==> src/rtl/cfb_pkg.sv <==
`timescale 1ns / 1ps
// ----------------------------------------------------------------------------
// cfb_pkg
// Types and fixed codes shared by the command frame builder modules.
// ----------------------------------------------------------------------------
package cfb_pkg;

    // Frame type bytes
    localparam logic [7:0] TYPE_PLAIN = 8'hA0;
    localparam logic [7:0] TYPE_TLS   = 8'hB0;

    // Data checksum seed and command mask
    localparam logic [7:0] CKS_SEED = 8'hAA;
    localparam logic [7:0] CMD_MASK = 8'hFE;

    // Header overhead and trailer extras
    localparam logic [15:0] PLAIN_LEN_ADD  = 16'd4;
    localparam logic [15:0] DATA_LEN_ADD   = 16'd1;
    localparam logic [16:0] TOTAL_ADD_PLAIN = 17'd8;
    localparam logic [16:0] TOTAL_ADD_TLS   = 17'd4;

    // Frame kind on the start word
    localparam logic KIND_PLAIN = 1'b0;
    localparam logic KIND_TLS   = 1'b1;

    // Input operation codes
    localparam logic OP_START = 1'b0;
    localparam logic OP_DATA  = 1'b1;

    typedef enum logic [1:0] {
        ERR_NONE     = 2'd0,
        ERR_TOO_LONG = 2'd1,
        ERR_OUTSIDE  = 2'd2
    } t_err;

    // Header byte positions
    typedef enum logic [2:0] {
        HDR_TYPE  = 3'd0,
        HDR_LEN_L = 3'd1,
        HDR_LEN_H = 3'd2,
        HDR_SUM   = 3'd3,
        HDR_CMD   = 3'd4,
        HDR_DL_L  = 3'd5,
        HDR_DL_H  = 3'd6
    } t_hdr_idx;

    typedef enum logic [3:0] {
        S_IDLE = 4'b0001,
        S_HDR  = 4'b0010,
        S_CKS  = 4'b0100,
        S_PAD  = 4'b1000
    } t_phase;

endpackage

==> src/rtl/cfb_hdr.sv <==
`timescale 1ns / 1ps
// ----------------------------------------------------------------------------
// cfb_hdr
// Selects one header byte of the current frame from the latched start word.
// ----------------------------------------------------------------------------
module cfb_hdr
    import cfb_pkg::*;
(
    input  logic        i_kind,
    input  logic [7:0]  i_cmd,
    input  logic [15:0] i_len,
    input  t_hdr_idx    i_idx,
    output logic [7:0]  o_byte
);

    logic [7:0]  w_type;
    logic [15:0] w_plen;
    logic [15:0] w_dlen;
    logic [7:0]  w_hsum;

    assign w_type = (i_kind == KIND_TLS) ? TYPE_TLS : TYPE_PLAIN;
    assign w_plen = (i_kind == KIND_TLS) ? i_len : i_len + PLAIN_LEN_ADD;
    assign w_dlen = i_len + DATA_LEN_ADD;
    assign w_hsum = w_type + w_plen[7:0] + w_plen[15:8];

    always_comb begin
        unique case (i_idx)
            HDR_TYPE:  o_byte = w_type;
            HDR_LEN_L: o_byte = w_plen[7:0];
            HDR_LEN_H: o_byte = w_plen[15:8];
            HDR_SUM:   o_byte = w_hsum;
            HDR_CMD:   o_byte = i_cmd;
            HDR_DL_L:  o_byte = w_dlen[7:0];
            HDR_DL_H:  o_byte = w_dlen[15:8];
            default:   o_byte = 8'h00;
        endcase
    end

endmodule

==> src/rtl/command_frame_builder_core.sv <==
`timescale 1ns / 1ps
// ----------------------------------------------------------------------------
// command_frame_builder_core
// Serialises outgoing link frames one byte per output word.
// ----------------------------------------------------------------------------
// Usage:
//   Input channel (i_in_valid / o_in_ready): a start word (op 0) opens a frame
//   with kind, command byte and payload length; a data word (op 1) carries one
//   payload byte. Output channel (o_out_valid / i_out_ready) gives one link
//   byte per word with chunk_end, frame_end and an error code.
//   The first byte of a start word, or the byte of a data word, is loaded
//   into the output register on acceptance.
//   Throughput: data words run at one per cycle while the receiver keeps up.
//   A start word holds the input for the rest of its header (3 more bytes
//   TLS, 6 plain); the last data word holds it for the checksum byte (plain)
//   and the zero padding up to the next CHUNK_BYTES boundary, one byte per
//   cycle while the receiver keeps up, all through one output register.
//   A too-long start or a data word outside a frame yields one error word.
//   Reset: idle, no frame open, output empty.
//   When the receiver stalls, the output word holds and no input is taken
//   once the output register is full.
// ----------------------------------------------------------------------------
module command_frame_builder_core
    import cfb_pkg::*;
#(
    parameter int MAX_FRAME_BYTES = 4096,
    parameter int CHUNK_BYTES     = 64
)(
    input  logic        i_clk,
    input  logic        i_rst_n,
    input  logic        i_in_valid,
    output logic        o_in_ready,
    input  logic        i_op,
    input  logic        i_frame_kind,
    input  logic [7:0]  i_cmd_byte,
    input  logic [15:0] i_payload_length,
    input  logic [7:0]  i_data_byte,
    output logic        o_out_valid,
    input  logic        i_out_ready,
    output logic [7:0]  o_out_byte,
    output logic        o_chunk_end,
    output logic        o_frame_end,
    output logic [1:0]  o_error
);

    localparam int POS_W = $clog2(CHUNK_BYTES);
    localparam logic [POS_W-1:0] POS_LAST = POS_W'(CHUNK_BYTES - 1);
    localparam logic [POS_W-1:0] POS_ONE  = POS_W'(1);
    localparam logic [16:0]      MAX_TOTAL = 17'(MAX_FRAME_BYTES);

    t_phase           r_phase, n_phase;
    logic             r_in_frame, n_in_frame;
    logic             r_kind, n_kind;
    logic [7:0]       r_cmd, n_cmd;
    logic [15:0]      r_len, n_len;
    logic [15:0]      r_left, n_left;
    logic [7:0]       r_sum, n_sum;
    logic [POS_W-1:0] r_pos, n_pos;
    t_hdr_idx         r_idx, n_idx;

    logic             r_out_valid;
    logic [7:0]       r_out_byte;
    logic             r_chunk_end;
    logic             r_frame_end;
    t_err             r_error;

    logic             w_adv;
    logic             w_in_fire;
    logic             w_wrap;
    logic [POS_W-1:0] w_pos_inc;
    logic [7:0]       w_hdr_byte;
    logic [16:0]      w_total;
    logic [15:0]      w_dlen;
    logic             w_hdr_last;

    logic             w_emit;
    logic [7:0]       w_byte;
    logic             w_ce;
    logic             w_fe;
    t_err             w_err;

    cfb_hdr u_hdr (
        .i_kind (r_kind),
        .i_cmd  (r_cmd),
        .i_len  (r_len),
        .i_idx  (r_idx),
        .o_byte (w_hdr_byte)
    );

    assign w_adv      = !r_out_valid || i_out_ready;
    assign o_in_ready = (r_phase == S_IDLE) && w_adv;
    assign w_in_fire  = i_in_valid && o_in_ready;

    assign w_wrap    = (r_pos == POS_LAST);
    assign w_pos_inc = w_wrap ? '0 : r_pos + POS_ONE;

    assign w_total = {1'b0, i_payload_length}
                   + ((i_frame_kind == KIND_TLS) ? TOTAL_ADD_TLS : TOTAL_ADD_PLAIN);
    assign w_dlen  = i_payload_length + DATA_LEN_ADD;
    assign w_hdr_last = (r_kind == KIND_TLS) ? (r_idx == HDR_SUM) : (r_idx == HDR_DL_H);

    always_comb begin
        n_phase    = r_phase;
        n_in_frame = r_in_frame;
        n_kind     = r_kind;
        n_cmd      = r_cmd;
        n_len      = r_len;
        n_left     = r_left;
        n_sum      = r_sum;
        n_pos      = r_pos;
        n_idx      = r_idx;
        w_emit     = 1'b0;
        w_byte     = 8'h00;
        w_ce       = 1'b0;
        w_fe       = 1'b0;
        w_err      = ERR_NONE;

        unique case (r_phase)
            S_IDLE: begin
                if (w_in_fire) begin
                    if (i_op == OP_START) begin
                        n_in_frame = 1'b0;
                        n_pos      = '0;
                        w_emit     = 1'b1;
                        if (w_total > MAX_TOTAL) begin
                            w_err = ERR_TOO_LONG;
                        end else begin
                            // first header byte goes out at chunk position zero
                            n_in_frame = 1'b1;
                            n_kind     = i_frame_kind;
                            n_cmd      = i_cmd_byte;
                            n_len      = i_payload_length;
                            n_left     = i_payload_length;
                            n_sum      = (i_frame_kind == KIND_TLS) ? 8'h00 :
                                         (i_cmd_byte & CMD_MASK) + w_dlen[7:0] + w_dlen[15:8];
                            w_byte     = (i_frame_kind == KIND_TLS) ? TYPE_TLS : TYPE_PLAIN;
                            n_pos      = POS_ONE;
                            n_idx      = HDR_LEN_L;
                            n_phase    = S_HDR;
                        end
                    end else if (!r_in_frame) begin
                        w_emit = 1'b1;
                        w_err  = ERR_OUTSIDE;
                    end else begin
                        w_emit = 1'b1;
                        w_byte = i_data_byte;
                        w_ce   = w_wrap;
                        n_pos  = w_pos_inc;
                        n_sum  = r_sum + i_data_byte;
                        n_left = r_left - 16'd1;
                        if (r_left == 16'd1) begin
                            if (r_kind == KIND_PLAIN) begin
                                n_phase = S_CKS;
                            end else if (w_wrap) begin
                                w_fe       = 1'b1;
                                n_in_frame = 1'b0;
                            end else begin
                                n_phase = S_PAD;
                            end
                        end
                    end
                end
            end
            S_HDR: begin
                if (w_adv) begin
                    w_emit = 1'b1;
                    w_byte = w_hdr_byte;
                    w_ce   = w_wrap;
                    n_pos  = w_pos_inc;
                    n_idx  = t_hdr_idx'(r_idx + 3'd1);
                    if (w_hdr_last) begin
                        // empty payload: finish straight after the header
                        if (r_len != 16'd0) begin
                            n_phase = S_IDLE;
                        end else if (r_kind == KIND_PLAIN) begin
                            n_phase = S_CKS;
                        end else if (w_wrap) begin
                            w_fe       = 1'b1;
                            n_in_frame = 1'b0;
                            n_phase    = S_IDLE;
                        end else begin
                            n_phase = S_PAD;
                        end
                    end
                end
            end
            S_CKS: begin
                if (w_adv) begin
                    w_emit = 1'b1;
                    w_byte = CKS_SEED - r_sum;
                    w_ce   = w_wrap;
                    n_pos  = w_pos_inc;
                    if (w_wrap) begin
                        w_fe       = 1'b1;
                        n_in_frame = 1'b0;
                        n_phase    = S_IDLE;
                    end else begin
                        n_phase = S_PAD;
                    end
                end
            end
            S_PAD: begin
                if (w_adv) begin
                    w_emit = 1'b1;
                    w_ce   = w_wrap;
                    n_pos  = w_pos_inc;
                    if (w_wrap) begin
                        w_fe       = 1'b1;
                        n_in_frame = 1'b0;
                        n_phase    = S_IDLE;
                    end
                end
            end
            default: begin
                n_phase = S_IDLE;
            end
        endcase
    end

    always_ff @(posedge i_clk) begin
        if (!i_rst_n) begin
            r_phase     <= S_IDLE;
            r_in_frame  <= 1'b0;
            r_left      <= '0;
            r_sum       <= '0;
            r_pos       <= '0;
            r_idx       <= HDR_TYPE;
            r_out_valid <= 1'b0;
        end else begin
            r_phase    <= n_phase;
            r_in_frame <= n_in_frame;
            r_left     <= n_left;
            r_sum      <= n_sum;
            r_pos      <= n_pos;
            r_idx      <= n_idx;
            if (w_emit) begin
                r_out_valid <= 1'b1;
            end else if (i_out_ready) begin
                r_out_valid <= 1'b0;
            end
        end
    end

    always_ff @(posedge i_clk) begin
        r_kind <= n_kind;
        r_cmd  <= n_cmd;
        r_len  <= n_len;
        if (w_emit) begin
            r_out_byte  <= w_byte;
            r_chunk_end <= w_ce;
            r_frame_end <= w_fe;
            r_error     <= w_err;
        end
    end

    assign o_out_valid = r_out_valid;
    assign o_out_byte  = r_out_byte;
    assign o_chunk_end = r_chunk_end;
    assign o_frame_end = r_frame_end;
    assign o_error     = r_error;

endmodule
==> config.mk <==
export PLATFORM = sky130hd
export DESIGN_NAME = command_frame_builder_core
export DESIGN_NICKNAME = d
export VERILOG_FILES = /design/src/rtl/cfb_pkg.sv /design/src/rtl/cfb_hdr.sv /design/src/rtl/command_frame_builder_core.sv
export SDC_FILE = /design/constraint.sdc
export NUM_CORES = 1
export LEC_CHECK = 0
export BUFFER_PORTS_ARGS = -buffer_cell sky130_fd_sc_hd__clkbuf_2
export CELL_PAD_IN_SITES_DETAIL_PLACEMENT = 1
export CELL_PAD_IN_SITES_GLOBAL_PLACEMENT = 1
export CORE_ASPECT_RATIO = 0.7
export CORE_UTILIZATION = 47
export CTS_CLUSTER_DIAMETER = 60
export DETAILED_ROUTE_END_ITERATION = 16
export PLACE_DENSITY_LB_ADDON = 0.1
export SKIP_CTS_REPAIR_TIMING = 1
export SYNTH_ARGS = -nofsm -noshare
export SYNTH_HDL_FRONTEND = slang
export SYNTH_SLANG_ARGS = --single-unit
==> constraint.sdc <==
create_clock -name i_clk -period 3.7 [get_ports i_clk]
set_input_delay 0.37 -clock i_clk [delete_from_list [all_inputs] [get_ports i_clk]]
set_output_delay 0.37 -clock i_clk [all_outputs]
set_load 0.005 [all_outputs]
==> summary.txt <==
Clocking
  – CTS H-tree depth: 3
  – CTS tree: done
  – CTS Buf Count: 9
  – Worst-Skew Late Latency: ~0.35 ns
  – Clk Tree Root Cell: clkbuf_16
  – CTS Sinks: 76
  – Clk pin slew, worst setup/hold paths: 0.07 ns
  – Clock buffer depth: 2

Synth
  – Synthesized flop and latch total: 76
  – Synth cell count leaders: nor2_1, nand2_1, a21oi_1
  – Post-synth EDFFs: 37
  – Synth warn: 0
  – Seq/Total Area, Yosys: between 20% and 30%
  – Post-synth net total: 855
  – Mapped Area: between 6000 and 7000 um^2
  – Count leader, synth: nor2_1
  – Main area contributors after synthesis: edfxtp_1, dfxtp_1, ha_1
  – Distinct cells, synth: between 80 and 90
  – Largest area contributor in the netlist: edfxtp_1
  – Mapped Avg Cell Area: 8.60 um^2
  – Top-area cell type share of the netlist area: 16.9%
  – Cells after synthesis: roughly 760
  – Predominant post-synthesis flop cell: dfxtp_1
  – Ys async rst share: 0%

Route
  – DRC viols: 0
  – DR vias: 6501
  – Wire length per cell: 23.8 um
  – DR pass1 iterations: 5
  – Avg Vias per Cell: 6.46
  – Total Routed Length: 24.0 mm
  – Initial DRC count: 611
  – Post-DRT Antenna Nets: 0

Setup path
  – CP Max Fanout: 6
  – Worst Path Required: 3.79 ns
  – Critical Path End Type: flop
  – WP data arrival: ~3.7 ns
  – R2r endpoint: o_out_byte[5]$_DFFE_PP_
  – FF-to-FF Start: r_len[2]$_DFFE_PP_
  – Crit path kind: flop to flop
  – Setup slack, reg-to-reg: ~0.11 ns
  – Setup crit start kind: flop
  – Register-to-Register Path Depth: 12

Die
  – Core area: roughly 13000 um^2
  – I/O pin count: 52
  – Die Area: 14400 um^2
  – Rows: 35
  – Starting Density: 48.9%
  – Die Width: 143 um
  – Die Span Y: 101 um

Timing
  – Final setup vio count: 0
  – Final Hold Fails: 0
  – Clock Skew: a little under 0.009 ns
  – Setup_tns: 0 ns
  – Pins Over Slew Limit: 0
  – Slew @ Worst Pin: 1.14 ns
  – RSZ-0062 raised after global routing: no
  – Worst rel slew slack: 23.1%
  – Fin crit period: 3.59 ns
  – Final period util: 97.1%
  – Fin worst setup slack: ~0.11 ns
  – Fmax: 278 MHz

Global routing
  – Largest net degree at the start of global routing: 36
  – Initial antenna violation count: 0
  – Vias in the first global route: 6422
  – All-Layer GR Usage: about a third
  – First-pass GRT wire length: 37.0 mm
  – Total gr overflow: 0

Finish
  – FILL cells: 1602
  – Fin nets: 909
  – Area growth syn-to-layout: 13.6%
  – Share of layout cells above drive strength 1: 16.5%
  – Inserted Diodes: 0

Place
  – GPL Wtd Cong: 0.969
  – Hpwl dp: 18.5 mm
  – Pre-CTS setup slack: between 0.05 and 0.06 ns
  – Buffers added on ports: 51

Power
  – PD cells: 300 nW/um^2
  – Final Total Pwr: 2.24 mW
  – Max IR drop VDD: 0.222 mV
  – Leak: about 2.9 nW

Worst hold path
  – Hold-critical path depth: 1
  – Min-delay src: i_cmd_byte[0]
  – Hold EP: r_cmd[0]$_DFFE_PP_
  – Hold crit path type: input pin to flop

Run
  – # Max-Cap Violations: 0

Status
  – Outcome: complete, no violations
sequential cells by signal, indices dropped and copies added (netlist names), 2 cells and up:
name / flops
r_phase: 4
r_left: 16
r_sum: 8
r_idx: 3
o_error: 2
o_out_byte: 8
r_cmd: 8
r_pos: 6
r_len: 16
how the worst max path moves through the flow:
stage	from	to	slack, ns
after floorplan	r_len[2]$_DFFE_PP_	o_out_byte[7]$_DFFE_PP_	0.33
after detailed placement	r_len[3]$_DFFE_PP_	o_out_byte[6]$_DFFE_PP_	0.06
after global routing	r_kind$_DFFE_PP_	o_out_byte[7]$_DFFE_PP_	0.006
final	r_len[2]$_DFFE_PP_	o_out_byte[5]$_DFFE_PP_	0.11
after CTS	r_len[3]$_DFFE_PP_	o_out_byte[6]$_DFFE_PP_	0.05
after global placement	r_len[7]$_DFFE_PP_	o_out_byte[6]$_DFFE_PP_	0.15
kinds of logic after synthesis:
| group | Yosys count | share of synthesized area (%) |
|---|---|---|
| simple gates | 259 | 21.3 |
| compound gates | 212 | 22.3 |
| buf+inv | 85 | 5.51 |
| flops | 76 | 28.8 |
| xor+xnor | 72 | 9.82 |
| fa+ha+maj | 54 | 11.4 |
| mux | 5 | 0.782 |
layout by cell type (no fill, tap or decap), drive strengths merged, types with 5 or more instances in the layout:
| master | synthesis | final |
|---|---|---|
| a211oi | 13 | 13 |
| a21o | 7 | 7 |
| a21oi | 53 | 53 |
| a221oi | 7 | 7 |
| a31oi | 12 | 12 |
| a32o | 5 | 5 |
| a32oi | 5 | 5 |
| and3 | 8 | 8 |
| and4 | 6 | 6 |
| buf | 20 | 40 |
| clkbuf | 28 | 60 |
| dfxtp | 39 | 39 |
| edfxtp | 37 | 37 |
| fa | 10 | 10 |
| ha | 44 | 44 |
| inv | 36 | 41 |
| nand2 | 54 | 54 |
| nand2b | 7 | 7 |
| nand3 | 34 | 34 |
| nand4 | 19 | 19 |
| nor2 | 64 | 64 |
| nor2b | 6 | 6 |
| nor3 | 15 | 15 |
| nor4 | 10 | 10 |
| nor4b | 8 | 8 |
| o211ai | 6 | 6 |
| o21ai | 46 | 46 |
| o21bai | 5 | 5 |
| o22ai | 5 | 5 |
| o31ai | 7 | 7 |
| or3 | 7 | 7 |
| xnor2 | 44 | 44 |
| xor2 | 27 | 27 |
metal layers:
| metal | vias up | global-route usage, % | share of wire (%) |
|---|---|---|---|
| met2 | 297 | 51.9 | 43 |
| met4 | 0 | 9.59 | 1.8 |
| li1 | 2942 | - | - |
| met1 | 3227 | 50.7 | 46 |
| met5 | - | 0 | 0 |
| met3 | 35 | 5.80 | 8.8 |
worst max-delay path: stages (launching register included):
cell	delay [ns]
edfxtp_1	0.50
buf_4	0.21
inv_1	0.05
ha_1	0.28
mux2_2	0.30
ha_1	0.30
ha_1	0.34
nor2b_1	0.15
o21a_1	0.22
or3_1	0.31
a32oi_1	0.22
a31oi_1	0.11
or3_1	0.35
layout make-up:
type | instances | area [um^2] | share of cell area, %
tap | 185 | 231 | 3.11
timing repair buffer | 91 | 568 | 7.62
clock inverter | 7 | 66.3 | 0.890
multi-input combinational | 602 | 4330 | 58.1
sequential | 76 | 1890 | 25.4
inverter | 37 | 139 | 1.86
clock buffer | 9 | 225 | 3.02
power by group:
group          switching [mW]  leakage, nW  internal, mW
Sequential             0.0134        0.661         0.900
Clock                   0.413        0.145         0.474
Combinational           0.268         2.14         0.171
stage by stage:
| stage | instance area, um^2 | utilization (%) | hold WS, ns | std cells |
|---|---|---|---|---|
| after floorplan | 6560 | - | 0.459 | 763 |
| after global placement | 7120 | 53.1 | 0.475 | 989 |
| after detailed placement | 7120 | 53.1 | 0.488 | 989 |
| after CTS | 7410 | 55.3 | 0.190 | 1005 |
| after global routing | 7450 | 55.6 | 0.196 | 1007 |
| final | 7450 | 55.6 | 0.191 | 1007 |
Power figures use the tool's default switching activity.
